--- config.mk ---
export PLATFORM = sky130hd
export DESIGN_NAME = textured_wall_column_mapper_core_flat
export DESIGN_NICKNAME = d
export VERILOG_FILES = /design/src/twcm_pkg.sv /design/src/twcm_ifs.sv /design/src/textured_wall_column_mapper_core.sv /design/src/twcm_ctrl.sv /design/src/twcm_datapath.sv /design/src/flat_wrapper.sv
export SDC_FILE = /design/constraint.sdc
export NUM_CORES = 2
export LEC_CHECK = 0
export ABC_AREA = 1
export BUFFER_PORTS_ARGS = -buffer_cell sky130_fd_sc_hd__clkbuf_2
export CAP_MARGIN = 20
export CORE_ASPECT_RATIO = 1.25
export CORE_MARGIN = 2
export CORE_UTILIZATION = 57
export DETAILED_ROUTE_END_ITERATION = 16
export PLACE_DENSITY_LB_ADDON = 0.08
export SETUP_SLACK_MARGIN = 0.1
export SYNTH_ARGS = -nofsm -noshare
export SYNTH_HDL_FRONTEND = slang
export SYNTH_SLANG_ARGS = --single-unit
--- constraint.sdc ---
create_clock -name clk -period 8.5 [get_ports clk]
set_clock_uncertainty 0.2 [all_clocks]
set_input_delay 0.425 -clock clk [delete_from_list [all_inputs] [get_ports clk]]
set_output_delay 0.425 -clock clk [all_outputs]
set_load 0.03 [all_outputs]
--- src/twcm_pkg.sv ---
// shared types and constants of the textured wall column mapper
`default_nettype none
package twcm_pkg;

    localparam int FRAC_BITS  = 16;
    localparam int COORD_W    = 12;
    localparam int SCR_DIM_W  = 13;
    localparam int TEX_DIM_W  = 11;
    localparam int TEXEL_W    = 10;
    localparam int LINE_W     = 16;
    localparam int WFRAC_W    = 16;
    localparam int TEX_SEL_W  = 2;
    localparam int COLOR_W    = 24;
    localparam int POS_W      = 32;
    localparam int BASE_W     = 18;
    localparam int DIVIDEND_W = TEX_DIM_W + FRAC_BITS;
    localparam int DIV_CNT_W  = 5;
    localparam int CFG_IDX_W  = 3;
    localparam int CFG_DATA_W = 24;
    localparam int KIND_W     = 2;
    localparam int SIGN_W     = 2;

    typedef enum logic [CFG_IDX_W-1:0] {
        REG_SCREEN_WIDTH   = 3'd0,
        REG_SCREEN_HEIGHT  = 3'd1,
        REG_TEXTURE_WIDTH  = 3'd2,
        REG_TEXTURE_HEIGHT = 3'd3,
        REG_CEILING_COLOR  = 3'd4,
        REG_FLOOR_COLOR    = 3'd5
    } twcm_reg_e;

    typedef enum logic [KIND_W-1:0] {
        KIND_CEILING = 2'd0,
        KIND_WALL    = 2'd1,
        KIND_FLOOR   = 2'd2
    } twcm_kind_e;

    typedef enum logic [SIGN_W-1:0] {
        RAY_ZERO     = 2'd0,
        RAY_POSITIVE = 2'd1,
        RAY_NEGATIVE = 2'd2
    } twcm_sign_e;

    typedef enum logic [2:0] {
        ST_IDLE,
        ST_CHECK,
        ST_DIV,
        ST_MUL,
        ST_EMIT
    } twcm_state_e;

    typedef struct packed {
        logic [COORD_W-1:0]   column;
        logic [COORD_W-1:0]   row;
        logic [COORD_W-1:0]   wall_top;
        logic [LINE_W-1:0]    line_height;
        logic [WFRAC_W-1:0]   wall_fraction;
        logic [TEX_SEL_W-1:0] texture_select;
        logic                 hit_side;
        logic [SIGN_W-1:0]    ray_x_sign;
    } twcm_pix_in_t;

    typedef struct packed {
        logic [KIND_W-1:0]    pixel_kind;
        logic [COLOR_W-1:0]   fill_color;
        logic [TEX_SEL_W-1:0] texture_index;
        logic [TEXEL_W-1:0]   texel_col;
        logic [TEXEL_W-1:0]   texel_row;
        logic                 write_enable;
        logic [COORD_W-1:0]   frame_row;
        logic [COORD_W-1:0]   frame_col;
    } twcm_pix_out_t;

    typedef struct packed {
        logic capture;
        logic div_start;
        logic div_step;
        logic latch;
        logic emit;
    } twcm_cmd_t;

    typedef struct packed {
        logic latch_needed;
        logic div_last;
        logic out_free;
    } twcm_status_t;

endpackage
`default_nettype wire

--- src/twcm_ifs.sv ---
// valid/ready channel interfaces for pixels in, pixels out and register writes
`default_nettype none
interface twcm_pix_in_if;
    logic                                  valid;
    logic                                  ready;
    logic [twcm_pkg::COORD_W-1:0]          column;
    logic [twcm_pkg::COORD_W-1:0]          row;
    logic [twcm_pkg::COORD_W-1:0]          wall_top;
    logic [twcm_pkg::LINE_W-1:0]           line_height;
    logic [twcm_pkg::WFRAC_W-1:0]          wall_fraction;
    logic [twcm_pkg::TEX_SEL_W-1:0]        texture_select;
    logic                                  hit_side;
    logic [twcm_pkg::SIGN_W-1:0]           ray_x_sign;

    modport source (
        output valid, column, row, wall_top, line_height, wall_fraction,
               texture_select, hit_side, ray_x_sign,
        input  ready
    );
    modport sink (
        input  valid, column, row, wall_top, line_height, wall_fraction,
               texture_select, hit_side, ray_x_sign,
        output ready
    );
endinterface

interface twcm_pix_out_if;
    logic                                  valid;
    logic                                  ready;
    logic [twcm_pkg::KIND_W-1:0]           pixel_kind;
    logic [twcm_pkg::COLOR_W-1:0]          fill_color;
    logic [twcm_pkg::TEX_SEL_W-1:0]        texture_index;
    logic [twcm_pkg::TEXEL_W-1:0]          texel_col;
    logic [twcm_pkg::TEXEL_W-1:0]          texel_row;
    logic                                  write_enable;
    logic [twcm_pkg::COORD_W-1:0]          frame_row;
    logic [twcm_pkg::COORD_W-1:0]          frame_col;

    modport source (
        output valid, pixel_kind, fill_color, texture_index, texel_col, texel_row,
               write_enable, frame_row, frame_col,
        input  ready
    );
    modport sink (
        input  valid, pixel_kind, fill_color, texture_index, texel_col, texel_row,
               write_enable, frame_row, frame_col,
        output ready
    );
endinterface

interface twcm_cfg_if;
    logic                                  valid;
    logic                                  ready;
    logic [twcm_pkg::CFG_IDX_W-1:0]        index;
    logic [twcm_pkg::CFG_DATA_W-1:0]       data;

    modport source (
        output valid, index, data,
        input  ready
    );
    modport sink (
        input  valid, index, data,
        output ready
    );
endinterface
`default_nettype wire

--- src/textured_wall_column_mapper_core.sv ---
// ceiling, floor and later wall rows: capture, check, then the output register load, which waits
// while the output stalls; the first wall row of a column adds a restoring divider for the step
// and the start position product before that load; a new pixel is taken only when idle, after
// the last one is loaded into the output register
// reset: asynchronous active low, config registers return to their defaults, column state to zero
`default_nettype none
module textured_wall_column_mapper_core (
    input  wire logic     clk,
    input  wire logic     rst_n,
    twcm_pix_in_if.sink   pix_in,
    twcm_pix_out_if.source pix_out,
    twcm_cfg_if.sink      cfg
);

    twcm_pkg::twcm_cmd_t     cmd;
    twcm_pkg::twcm_status_t  status;
    twcm_pkg::twcm_pix_in_t  in_item;
    twcm_pkg::twcm_pix_out_t out_item;
    logic                    in_ready;
    logic                    out_valid;
    logic                    cfg_we;

    // register writes are always taken, so the port never stalls
    assign cfg.ready = 1'b1;
    assign cfg_we    = cfg.valid && cfg.ready;

    // pack the incoming transaction payload
    assign in_item.column         = pix_in.column;
    assign in_item.row            = pix_in.row;
    assign in_item.wall_top       = pix_in.wall_top;
    assign in_item.line_height    = pix_in.line_height;
    assign in_item.wall_fraction  = pix_in.wall_fraction;
    assign in_item.texture_select = pix_in.texture_select;
    assign in_item.hit_side       = pix_in.hit_side;
    assign in_item.ray_x_sign     = pix_in.ray_x_sign;
    assign pix_in.ready           = in_ready;

    // sequencer: capture, optional step divide and start latch, then emit
    twcm_ctrl u_ctrl (
        .clk      (clk),
        .rst_n    (rst_n),
        .in_valid (pix_in.valid),
        .in_ready (in_ready),
        .status   (status),
        .cmd      (cmd)
    );

    // datapath holds config, column state, divider and the output register
    twcm_datapath u_datapath (
        .clk       (clk),
        .rst_n     (rst_n),
        .cmd       (cmd),
        .status    (status),
        .in_item   (in_item),
        .cfg_we    (cfg_we),
        .cfg_index (cfg.index),
        .cfg_data  (cfg.data),
        .out_valid (out_valid),
        .out_ready (pix_out.ready),
        .out_item  (out_item)
    );

    // unpack the outgoing transaction
    assign pix_out.valid         = out_valid;
    assign pix_out.pixel_kind    = out_item.pixel_kind;
    assign pix_out.fill_color    = out_item.fill_color;
    assign pix_out.texture_index = out_item.texture_index;
    assign pix_out.texel_col     = out_item.texel_col;
    assign pix_out.texel_row     = out_item.texel_row;
    assign pix_out.write_enable  = out_item.write_enable;
    assign pix_out.frame_row     = out_item.frame_row;
    assign pix_out.frame_col     = out_item.frame_col;

endmodule
`default_nettype wire

--- src/twcm_ctrl.sv ---
// controller state machine sequencing capture, step division, start product and emit
`default_nettype none
module twcm_ctrl (
    input  wire logic                 clk,
    input  wire logic                 rst_n,
    input  wire logic                 in_valid,
    output logic                      in_ready,
    input  wire twcm_pkg::twcm_status_t status,
    output twcm_pkg::twcm_cmd_t       cmd
);

    twcm_pkg::twcm_state_e state_reg;
    twcm_pkg::twcm_state_e state_next;

    always_ff @(posedge clk or negedge rst_n)
    begin
        if (!rst_n)
        begin
            state_reg <= twcm_pkg::ST_IDLE;
        end
        else
        begin
            state_reg <= state_next;
        end
    end

    // next state
    always_comb
    begin
        state_next = state_reg;
        case (state_reg)
            twcm_pkg::ST_IDLE:
            begin
                if (in_valid)
                begin
                    state_next = twcm_pkg::ST_CHECK;
                end
            end
            twcm_pkg::ST_CHECK:
            begin
                if (status.latch_needed)
                begin
                    state_next = twcm_pkg::ST_DIV;
                end
                else if (status.out_free)
                begin
                    state_next = twcm_pkg::ST_IDLE;
                end
                else
                begin
                    state_next = twcm_pkg::ST_EMIT;
                end
            end
            twcm_pkg::ST_DIV:
            begin
                if (status.div_last)
                begin
                    state_next = twcm_pkg::ST_MUL;
                end
            end
            twcm_pkg::ST_MUL:
            begin
                state_next = twcm_pkg::ST_EMIT;
            end
            twcm_pkg::ST_EMIT:
            begin
                if (status.out_free)
                begin
                    state_next = twcm_pkg::ST_IDLE;
                end
            end
            default:
            begin
                state_next = twcm_pkg::ST_IDLE;
            end
        endcase
    end

    // outputs
    always_comb
    begin
        in_ready = 1'b0;
        cmd      = '0;
        case (state_reg)
            twcm_pkg::ST_IDLE:
            begin
                in_ready    = 1'b1;
                cmd.capture = in_valid;
            end
            twcm_pkg::ST_CHECK:
            begin
                if (status.latch_needed)
                begin
                    cmd.div_start = 1'b1;
                end
                else
                begin
                    cmd.emit = status.out_free;
                end
            end
            twcm_pkg::ST_DIV:
            begin
                cmd.div_step = 1'b1;
            end
            twcm_pkg::ST_MUL:
            begin
                cmd.latch = 1'b1;
            end
            twcm_pkg::ST_EMIT:
            begin
                cmd.emit = status.out_free;
            end
            default:
            begin
                cmd = '0;
            end
        endcase
    end

endmodule
`default_nettype wire

--- src/twcm_datapath.sv ---
// config registers, pixel classing, step divider, column latch and output register
`default_nettype none
module twcm_datapath (
    input  wire logic                               clk,
    input  wire logic                               rst_n,
    input  wire twcm_pkg::twcm_cmd_t                cmd,
    output twcm_pkg::twcm_status_t                  status,
    input  wire twcm_pkg::twcm_pix_in_t             in_item,
    input  wire logic                               cfg_we,
    input  wire logic [twcm_pkg::CFG_IDX_W-1:0]     cfg_index,
    input  wire logic [twcm_pkg::CFG_DATA_W-1:0]    cfg_data,
    output logic                                    out_valid,
    input  wire logic                               out_ready,
    output twcm_pkg::twcm_pix_out_t                 out_item
);

    localparam int DIV_STEPS = twcm_pkg::DIVIDEND_W;

    // configuration
    logic [twcm_pkg::SCR_DIM_W-1:0] screen_width_reg;
    logic [twcm_pkg::SCR_DIM_W-1:0] screen_height_reg;
    logic [twcm_pkg::TEX_DIM_W-1:0] texture_width_reg;
    logic [twcm_pkg::TEX_DIM_W-1:0] texture_height_reg;
    logic [twcm_pkg::COLOR_W-1:0]   ceiling_color_reg;
    logic [twcm_pkg::COLOR_W-1:0]   floor_color_reg;

    // captured pixel
    twcm_pkg::twcm_pix_in_t item_reg;

    // column state
    logic [twcm_pkg::DIVIDEND_W-1:0] step_size_reg;
    logic [twcm_pkg::POS_W-1:0]      texture_position_reg;
    logic [twcm_pkg::TEXEL_W-1:0]    column_texel_reg;

    // divider
    logic [twcm_pkg::LINE_W-1:0]     div_den_reg;
    logic [twcm_pkg::LINE_W-1:0]     div_rem_reg;
    logic [twcm_pkg::DIVIDEND_W-1:0] div_quot_reg;
    logic [twcm_pkg::DIV_CNT_W-1:0]  div_cnt_reg;
    logic [twcm_pkg::LINE_W:0]       div_trial;
    logic                            div_fits;

    // output register
    logic                            out_valid_reg;
    twcm_pkg::twcm_pix_out_t         out_item_reg;

    // classing
    logic signed [twcm_pkg::SCR_DIM_W+1:0] wall_bottom;
    logic signed [twcm_pkg::SCR_DIM_W+1:0] row_s;
    logic is_floor;
    logic is_ceiling;
    logic is_wall;

    // start position and texture column
    logic [twcm_pkg::BASE_W-1:0]                       base;
    logic signed [twcm_pkg::BASE_W+twcm_pkg::DIVIDEND_W:0] start_prod;
    logic [twcm_pkg::WFRAC_W+twcm_pkg::TEX_DIM_W-1:0]  col_prod;
    logic [twcm_pkg::TEX_DIM_W-1:0]                    col_tx;
    logic [twcm_pkg::TEX_DIM_W-1:0]                    col_mirror;
    logic                                              do_mirror;

    // emit
    logic [twcm_pkg::TEX_DIM_W-1:0] th_m1;
    logic [twcm_pkg::TEXEL_W-1:0]   row_mask;
    twcm_pkg::twcm_pix_out_t        result;

    always_ff @(posedge clk or negedge rst_n)
    begin
        if (!rst_n)
        begin
            screen_width_reg   <= twcm_pkg::SCR_DIM_W'(640);
            screen_height_reg  <= twcm_pkg::SCR_DIM_W'(480);
            texture_width_reg  <= twcm_pkg::TEX_DIM_W'(64);
            texture_height_reg <= twcm_pkg::TEX_DIM_W'(64);
            ceiling_color_reg  <= '0;
            floor_color_reg    <= '0;
        end
        else if (cfg_we)
        begin
            case (twcm_pkg::twcm_reg_e'(cfg_index))
                twcm_pkg::REG_SCREEN_WIDTH:
                    screen_width_reg <= cfg_data[twcm_pkg::SCR_DIM_W-1:0];
                twcm_pkg::REG_SCREEN_HEIGHT:
                    screen_height_reg <= cfg_data[twcm_pkg::SCR_DIM_W-1:0];
                twcm_pkg::REG_TEXTURE_WIDTH:
                    texture_width_reg <= cfg_data[twcm_pkg::TEX_DIM_W-1:0];
                twcm_pkg::REG_TEXTURE_HEIGHT:
                    texture_height_reg <= cfg_data[twcm_pkg::TEX_DIM_W-1:0];
                twcm_pkg::REG_CEILING_COLOR:
                    ceiling_color_reg <= cfg_data[twcm_pkg::COLOR_W-1:0];
                twcm_pkg::REG_FLOOR_COLOR:
                    floor_color_reg <= cfg_data[twcm_pkg::COLOR_W-1:0];
                default:
                begin
                end
            endcase
        end
    end

    always_ff @(posedge clk)
    begin
        if (cmd.capture)
        begin
            item_reg <= in_item;
        end
    end

    // wall spans wall_top .. screen_height - wall_top
    assign wall_bottom = $signed({2'b00, screen_height_reg})
                       - $signed({3'b000, item_reg.wall_top});
    assign row_s       = $signed({3'b000, item_reg.row});
    assign is_floor    = row_s > wall_bottom;
    assign is_ceiling  = !is_floor && (item_reg.row < item_reg.wall_top);
    assign is_wall     = !is_floor && !is_ceiling;

    // restoring divider, one quotient bit per cycle
    assign div_trial = {div_rem_reg, div_quot_reg[twcm_pkg::DIVIDEND_W-1]};
    assign div_fits  = div_trial >= {1'b0, div_den_reg};

    always_ff @(posedge clk or negedge rst_n)
    begin
        if (!rst_n)
        begin
            div_cnt_reg <= '0;
        end
        else if (cmd.div_start)
        begin
            div_cnt_reg <= '0;
        end
        else if (cmd.div_step)
        begin
            div_cnt_reg <= div_cnt_reg + 1'b1;
        end
    end

    always_ff @(posedge clk)
    begin
        if (cmd.div_start)
        begin
            div_den_reg  <= (item_reg.line_height == '0) ? twcm_pkg::LINE_W'(1)
                                                         : item_reg.line_height;
            div_rem_reg  <= '0;
            div_quot_reg <= {texture_height_reg, twcm_pkg::FRAC_BITS'(0)};
        end
        else if (cmd.div_step)
        begin
            if (div_fits)
            begin
                div_rem_reg <= twcm_pkg::LINE_W'(div_trial - {1'b0, div_den_reg});
            end
            else
            begin
                div_rem_reg <= div_trial[twcm_pkg::LINE_W-1:0];
            end
            div_quot_reg <= {div_quot_reg[twcm_pkg::DIVIDEND_W-2:0], div_fits};
        end
    end

    assign status.div_last     = div_cnt_reg == twcm_pkg::DIV_CNT_W'(DIV_STEPS - 1);
    assign status.latch_needed = is_wall && (item_reg.row == item_reg.wall_top);
    assign status.out_free     = !out_valid_reg || out_ready;

    // base = wall_top - screen_height/2 + line_height/2, two's complement
    assign base = {6'b0, item_reg.wall_top}
                - {6'b0, screen_height_reg[twcm_pkg::SCR_DIM_W-1:1]}
                + {3'b0, item_reg.line_height[twcm_pkg::LINE_W-1:1]};
    assign start_prod = $signed(base) * $signed({1'b0, div_quot_reg});

    assign col_prod   = item_reg.wall_fraction * texture_width_reg;
    assign col_tx     = col_prod[twcm_pkg::WFRAC_W +: twcm_pkg::TEX_DIM_W];
    assign col_mirror = texture_width_reg - col_tx - twcm_pkg::TEX_DIM_W'(1);
    assign do_mirror  = (!item_reg.hit_side
                         && item_reg.ray_x_sign == twcm_pkg::RAY_POSITIVE)
                     || (item_reg.hit_side
                         && item_reg.ray_x_sign == twcm_pkg::RAY_NEGATIVE);

    always_ff @(posedge clk or negedge rst_n)
    begin
        if (!rst_n)
        begin
            step_size_reg        <= '0;
            texture_position_reg <= '0;
            column_texel_reg     <= '0;
        end
        else if (cmd.latch)
        begin
            step_size_reg        <= div_quot_reg;
            texture_position_reg <= start_prod[twcm_pkg::POS_W-1:0];
            column_texel_reg     <= do_mirror ? col_mirror[twcm_pkg::TEXEL_W-1:0]
                                              : col_tx[twcm_pkg::TEXEL_W-1:0];
        end
        else if (cmd.emit && is_wall)
        begin
            texture_position_reg <= texture_position_reg
                                  + {{(twcm_pkg::POS_W-twcm_pkg::DIVIDEND_W){1'b0}},
                                     step_size_reg};
        end
    end

    assign th_m1    = texture_height_reg - twcm_pkg::TEX_DIM_W'(1);
    assign row_mask = (texture_height_reg == '0) ? '0 : th_m1[twcm_pkg::TEXEL_W-1:0];

    always_comb
    begin
        result               = '0;
        result.write_enable  = ({1'b0, item_reg.row} < screen_height_reg)
                            && ({1'b0, item_reg.column} < screen_width_reg);
        result.frame_row     = item_reg.row;
        result.frame_col     = item_reg.column;
        if (is_floor)
        begin
            result.pixel_kind = twcm_pkg::KIND_FLOOR;
            result.fill_color = floor_color_reg;
        end
        else if (is_ceiling)
        begin
            result.pixel_kind = twcm_pkg::KIND_CEILING;
            result.fill_color = ceiling_color_reg;
        end
        else
        begin
            result.pixel_kind    = twcm_pkg::KIND_WALL;
            result.texture_index = item_reg.texture_select;
            result.texel_col     = column_texel_reg;
            result.texel_row     = texture_position_reg[twcm_pkg::FRAC_BITS +: twcm_pkg::TEXEL_W]
                                 & row_mask;
        end
    end

    always_ff @(posedge clk or negedge rst_n)
    begin
        if (!rst_n)
        begin
            out_valid_reg <= 1'b0;
        end
        else if (cmd.emit)
        begin
            out_valid_reg <= 1'b1;
        end
        else if (out_ready)
        begin
            out_valid_reg <= 1'b0;
        end
    end

    always_ff @(posedge clk)
    begin
        if (cmd.emit)
        begin
            out_item_reg <= result;
        end
    end

    assign out_valid = out_valid_reg;
    assign out_item  = out_item_reg;

endmodule
`default_nettype wire
--- src/flat_wrapper.sv ---
// flat-port wrapper written by rule: the top's interface ports become plain ports
module textured_wall_column_mapper_core_flat 
  (clk, rst_n, pix_in_valid, pix_in_column, pix_in_row, pix_in_wall_top, pix_in_line_height, pix_in_wall_fraction, pix_in_texture_select, pix_in_hit_side, pix_in_ray_x_sign, pix_in_ready, pix_out_valid, pix_out_pixel_kind, pix_out_fill_color, pix_out_texture_index, pix_out_texel_col, pix_out_texel_row, pix_out_write_enable, pix_out_frame_row, pix_out_frame_col, pix_out_ready, cfg_valid, cfg_index, cfg_data, cfg_ready);
  twcm_pix_in_if pix_in_i ();
  twcm_pix_out_if pix_out_i ();
  twcm_cfg_if cfg_i ();
  input  wire logic clk;
  input  wire logic rst_n;
  input wire logic [$bits(pix_in_i.valid)-1:0] pix_in_valid;
  input wire logic [$bits(pix_in_i.column)-1:0] pix_in_column;
  input wire logic [$bits(pix_in_i.row)-1:0] pix_in_row;
  input wire logic [$bits(pix_in_i.wall_top)-1:0] pix_in_wall_top;
  input wire logic [$bits(pix_in_i.line_height)-1:0] pix_in_line_height;
  input wire logic [$bits(pix_in_i.wall_fraction)-1:0] pix_in_wall_fraction;
  input wire logic [$bits(pix_in_i.texture_select)-1:0] pix_in_texture_select;
  input wire logic [$bits(pix_in_i.hit_side)-1:0] pix_in_hit_side;
  input wire logic [$bits(pix_in_i.ray_x_sign)-1:0] pix_in_ray_x_sign;
  output wire logic [$bits(pix_in_i.ready)-1:0] pix_in_ready;
  output wire logic [$bits(pix_out_i.valid)-1:0] pix_out_valid;
  output wire logic [$bits(pix_out_i.pixel_kind)-1:0] pix_out_pixel_kind;
  output wire logic [$bits(pix_out_i.fill_color)-1:0] pix_out_fill_color;
  output wire logic [$bits(pix_out_i.texture_index)-1:0] pix_out_texture_index;
  output wire logic [$bits(pix_out_i.texel_col)-1:0] pix_out_texel_col;
  output wire logic [$bits(pix_out_i.texel_row)-1:0] pix_out_texel_row;
  output wire logic [$bits(pix_out_i.write_enable)-1:0] pix_out_write_enable;
  output wire logic [$bits(pix_out_i.frame_row)-1:0] pix_out_frame_row;
  output wire logic [$bits(pix_out_i.frame_col)-1:0] pix_out_frame_col;
  input wire logic [$bits(pix_out_i.ready)-1:0] pix_out_ready;
  input wire logic [$bits(cfg_i.valid)-1:0] cfg_valid;
  input wire logic [$bits(cfg_i.index)-1:0] cfg_index;
  input wire logic [$bits(cfg_i.data)-1:0] cfg_data;
  output wire logic [$bits(cfg_i.ready)-1:0] cfg_ready;
  assign pix_in_i.valid = pix_in_valid;
  assign pix_in_i.column = pix_in_column;
  assign pix_in_i.row = pix_in_row;
  assign pix_in_i.wall_top = pix_in_wall_top;
  assign pix_in_i.line_height = pix_in_line_height;
  assign pix_in_i.wall_fraction = pix_in_wall_fraction;
  assign pix_in_i.texture_select = pix_in_texture_select;
  assign pix_in_i.hit_side = pix_in_hit_side;
  assign pix_in_i.ray_x_sign = pix_in_ray_x_sign;
  assign pix_in_ready = pix_in_i.ready;
  assign pix_out_valid = pix_out_i.valid;
  assign pix_out_pixel_kind = pix_out_i.pixel_kind;
  assign pix_out_fill_color = pix_out_i.fill_color;
  assign pix_out_texture_index = pix_out_i.texture_index;
  assign pix_out_texel_col = pix_out_i.texel_col;
  assign pix_out_texel_row = pix_out_i.texel_row;
  assign pix_out_write_enable = pix_out_i.write_enable;
  assign pix_out_frame_row = pix_out_i.frame_row;
  assign pix_out_frame_col = pix_out_i.frame_col;
  assign pix_out_i.ready = pix_out_ready;
  assign cfg_i.valid = cfg_valid;
  assign cfg_i.index = cfg_index;
  assign cfg_i.data = cfg_data;
  assign cfg_ready = cfg_i.ready;
  textured_wall_column_mapper_core u_core (.clk(clk), .rst_n(rst_n), .pix_in(pix_in_i), .pix_out(pix_out_i), .cfg(cfg_i));
endmodule
-- After elaboration in Yosys (flattened, before gate mapping)
Cells that the tools add are included.
- output and inout port bits: 76
- bits of input ports: 105
- register bits after elaboration: 379
- add/subtract/negate cells: 9
- reduce and logical (&&, ||, !) cells: 28
- bitwise logic cells: 1
- order comparisons: 5
- multiplexer cells: 28
- multiply operators: 2
- equality and inequality tests: 16
- operators with widths (kind ; count):
    $mux 32 ; 2
    $mux 27 ; 2
    $mux 24 ; 2
    $add 32x27->32 ; 1
    $mul 17x28->32 ; 1
    $lt 12x13->1 ; 2
    $mul 16x11->26 ; 1
    $mux 10 ; 2
    $sub 10x1->10 const B ; 2
    $add 13x16->17 ; 1
    $ge 17x16->1 ; 1
    $logic_not 16->1 ; 1
    $mux 16 ; 1
    $sub 16x16->16 ; 1
    $mux 3 ; 5
    $pmux 3 s5 ; 1
    $gt 13x14->1 ; 1
    $sub 13x12->14 ; 1
    $sub 12x12->13 ; 1
    $eq 12x12->1 ; 1
    $eq 3x2->1 const B ; 4
    $lt 12x12->1 ; 1
    $reduce_and 2->1 ; 6
    $logic_not 11->1 ; 1
    other kinds (20) ; 47

-- Longest topological paths before layout
- word-level depth: 12
- depth in mapped cells: 55
- depth with buffers taken out: 55

-- By module
From an unflattened synthesis, not the netlist that was laid out.
- cell total of the unflattened synthesis: 3947
- area total of the unflattened synthesis: 33708.6 um^2
- by module, submodules not included (module ; area each (um^2) ; cells an instance ; times used):
    twcm_datapath ; 33494.6 ; 3915 ; 1
    twcm_ctrl ; 202.7 ; 30 ; 1
    textured_wall_column_mapper_core ; 11.3 ; 2 ; 1

-- Worst setup path after synthesis
Ideal clock, no wire load.
- path type: register -> register
- start point: reg u_core.u_datapath.screen_height_reg[3] in the netlist's numbering
- end point: reg u_core.u_datapath.texture_position_reg[25] in the netlist's numbering
- cell stages (with the launch flop): 53
- path buffers: 0
- arrival: 7.916 ns
- required time: 8.183 ns
- setup slack: 0.267 ns
- cell sequence: dfrtp_1 -> inv_1 -> ha_1 -> a21oi_1 -> o21ai_0 -> a21oi_1 -> inv_1 -> a21oi_1 -> o21ai_0 -> nand3_1 -> nand2_1 -> a21oi_1 -> nor2_1 -> nor2_1 -> xnor2_1 -> ha_1 -> nand2_1 -> inv_1 -> [... 17 more ...] -> fa_1 -> inv_1 -> ha_1 -> nand2_1 -> nor4_1 -> nand4_1 -> nand3_1 -> nand2_1 -> nand2_1 -> nor2_1 -> nor2_1 -> inv_1 -> nand3_1 -> nand3_1 -> nand3_1 -> nand2_1 -> nand2_1 -> nand2_1
- cells in the longest elaborated chain, start to end: 11
- elaborated cells between the ends (all ways): 15
- RTL lines (item ; line ; RTL):
    from (decl) ; twcm_datapath.sv:21 ; logic [twcm_pkg::SCR_DIM_W-1:0] screen_height_reg;
    from (signal assigned) ; twcm_datapath.sv:72 ; screen_height_reg <= twcm_pkg::SCR_DIM_W'(480);
    from (signal assigned) ; twcm_datapath.sv:84 ; screen_height_reg <= cfg_data[twcm_pkg::SCR_DIM_W-1:0];
    branches (longest 11 deep; another with $mul 17x28->32) ; n/a ;
    to (signal assigned) ; twcm_datapath.sv:188 ; texture_position_reg <= start_prod[twcm_pkg::POS_W-1:0];
    to (signal assigned) ; twcm_datapath.sv:194 ; texture_position_reg <= texture_position_reg
    to (decl) ; twcm_datapath.sv:32 ; logic [twcm_pkg::POS_W-1:0] texture_position_reg;
Parallel ways; which one is timed is not known.
A chain may end at the register's enable or synchronous reset.

-- Final worst setup path
- start point: reg u_core.u_datapath.screen_height_reg[3] in the netlist's numbering
- end point: reg u_core.u_datapath.texture_position_reg[23] in the netlist's numbering
Same word-level chain as after synthesis.

==> results.yml <==
grt:
  grt_max_degree: 103
  grt_antenna_before_repair: 0
  grt_first_pass_wirelength_microns: 150000
  grt_pass1_vias: 28115
  gr-total-overflow: 0
  grt_usage_pct: 31.0
critical_path:
  worstPathArrival_ns: 8.82
  crit_type: "reg2reg"
  cpPeakStageDelay_ns: 0.58
  cp-start-kind: "flip-flop"
  critPathRequiredTime_ns: 8.76
  critPathSlowestCell: "fa_1"
  reg2reg_slack_ns: -0.06
  critical_path_buf_inv_count: 14
  cp-end-kind: "flip-flop"
  cp_max_fo: 6
  rr_startpoint: "u_core.u_datapath.screen_height_reg[3]"
  r2r-end: "u_core.u_datapath.texture_position_reg[23]"
  crit_family: "adder cells"
  reg2reg_depth: 45
die:
  die_width_microns: 222
  fp.dieH_microns: 277
  start_util_pct: 57.4
  num_rows: 100
  dieArea_sq_mm: 0.0615
  core-area_sq_mm: 0.0592
  pin_count: 181
timing:
  max_freq_mhz: 117
  worstMarginPinSlew_ns: 0.964
  fin_crit_ns: 8.56
  rsz0062_at_grt: "true"
  hold_violations: 0
  slew-limit-headroom_pct: 35.7
  setup_ws_ns: -0.0600
  final-setup-viol-count: 1
  period_share_pct: 101
  slew_violations: 0
synth:
  synth_edf_count: 173
  syn-cell-area_sq_mm: 0.0340
  yosysWarningCount: 0
  synth_nets: 4774
  ys_seq_area_share_pct: 29.5
  ys_seq_elements: 372
  synthCells: 4029
  ys_async_sr_fraction_pct: 44.9
  yosysUniqueCellTypes: 63
  synthFlopType: "edfxtp_1"
  avgSynthCellArea_sq_um: 8.43
cts:
  cts_buffer_depth: 3
  cts_made_buffers: 40
  clk_latency_ns: 0.61
  cts-root-buf: "clkbuf_16"
  cts_tree: "built"
  numClockSinks: 372
  htree_levels: 2
  path_clk_slew_ns: 0.06
detailed_routing:
  avgViaCountPerCell: 5.32
  drc: 0
  via_count: 27483
  drt_iter0_drc: 1527
  wl_microns: 93300
  final_antenna_net_count: 0
  first_pass_iters: 5
  drt-wirelength-per-cell_microns: 18.1
min_path:
  hp-class: "in2reg"
  hold_start: "cfg_data[0]"
  hold_end: "u_core.u_datapath.texture_width_reg[0]"
  min_path_cells: 3
finish:
  antenna_cells: 0
  final_common_cell: "nand2_1"
  synthToLayoutAreaGrowth_pct: 16.6
  final_nets: 5110
  fillCellCount: 5066
  drive_gt1_share_pct: 13.8
  layout_common_cells: "950 x nand2_1, 771 x inv_1, 348 x fa_1, 270 x ha_1, 219 x o21ai_0"
placement:
  io_buffers: 179
  place.gp.congestion: 0.934
  preCtsSetupSlack_ns: -0.0947
  dpl.hpwl_microns: 70500
run:
  drv_cap: 0
status:
  outcome: "finished with violations"
  violations: "negative setup slack"
## cell type report
type	instances	area [sq um]	area share, %
timing repair buffer	448	3260	8.24
tap	765	957	2.42
clock inverter	18	253	0.638
clock buffer	56	1160	2.94
sequential	372	10000	25.3
inverter	807	3040	7.69
multi-input combinational	2696	20900	52.8
## logic make-up (layout without fill, tap and decap cells)
| logic type | count (synthesis) | in the layout | share of synthesized area (%) |
|---|---|---|---|
| AND/OR/NAND/NOR | 1463 | 1463 | 17.6 |
| adder cells (fa/ha/maj) | 640 | 640 | 31.5 |
| AO/OA/AOI/OAI | 499 | 499 | 8.18 |
| XOR/XNOR | 93 | 93 | 2.40 |
| buffers and inverters | 961 | 1329 | 10.8 |
| flip-flops | 372 | 372 | 29.5 |
| other | 1 | 1 | 0.0110 |
## cell usage after synthesis, types with 41 or more instances
cell type    n  share of area [%]
inv_1      797                8.8
edfxtp_1   173                 15
dfrtp_1    159                 12
nor2_1     232                2.6
xnor2_1     41                1.1
o21ai_0    231                3.4
a21oi_1    146                2.2
ha_1       282                 10
clkbuf_1   132                1.5
nand2_1    982                 11
nand3_1    153                2.3
fa_1       358                 21
xor2_1      52                1.3
## how the worst max path moves through the flow
stage                                                start                                          to  slack, ns  cells after the start
CTS                 u_core.u_datapath.screen_height_reg[3]  u_core.u_datapath.texture_position_reg[25]       0.11                     51
finish              u_core.u_datapath.screen_height_reg[3]  u_core.u_datapath.texture_position_reg[23]      -0.06                     45
global placement    u_core.u_datapath.screen_height_reg[3]  u_core.u_datapath.texture_position_reg[25]      -0.03                     49
global route                u_core.u_datapath.item_reg[39]  u_core.u_datapath.texture_position_reg[23]      -0.48                     47
detailed placement  u_core.u_datapath.screen_height_reg[3]  u_core.u_datapath.texture_position_reg[25]      -0.09                     49
floorplan           u_core.u_datapath.screen_height_reg[3]  u_core.u_datapath.texture_position_reg[25]       0.27                     52
## worst min-delay path, delay by kind of cell
kind	cells	cell delay [ns]
buffers and inverters	2	0.21
AOI/OAI and AO/OA	1	0.18
## timing repair
action,CTS,global route
buffers inserted,6,10
hold buffers,91,0
resized for setup,27,152
pin swaps,15,67
gates cloned,0,0
setup endpoints to repair,11,13
endpoints found under the hold margin,192,0
## layer usage
layer	wire length, microns	global-route usage, %	up-vias
met5	0	0	-
met4	4260	12.6	0
met3	4620	3.59	189
met2	46800	54.6	726
met1	37600	38.9	13356
li1	-	-	13212
## stage by stage
stage / util (%) / cell area (sq um) / setup TNS [ns] / cells / hold slack, ns
after floorplan: - / 34000 / 0 / 4029 / -0.0706
after global routing: 66.9 / 39600 / -1.60 / 5162 / 0.0460
after global placement: 61.7 / 36500 / -0.0255 / 4980 / 0.257
after detailed placement: 61.7 / 36500 / -0.0947 / 4980 / 0.257
final: 66.9 / 39600 / -0.0600 / 5162 / 0.0444
after CTS: 65.8 / 39000 / 0 / 5151 / 0.0144
Power is not shown: default switching activity piles up to over one toggle a cycle in this logic, so the estimate is an artifact.
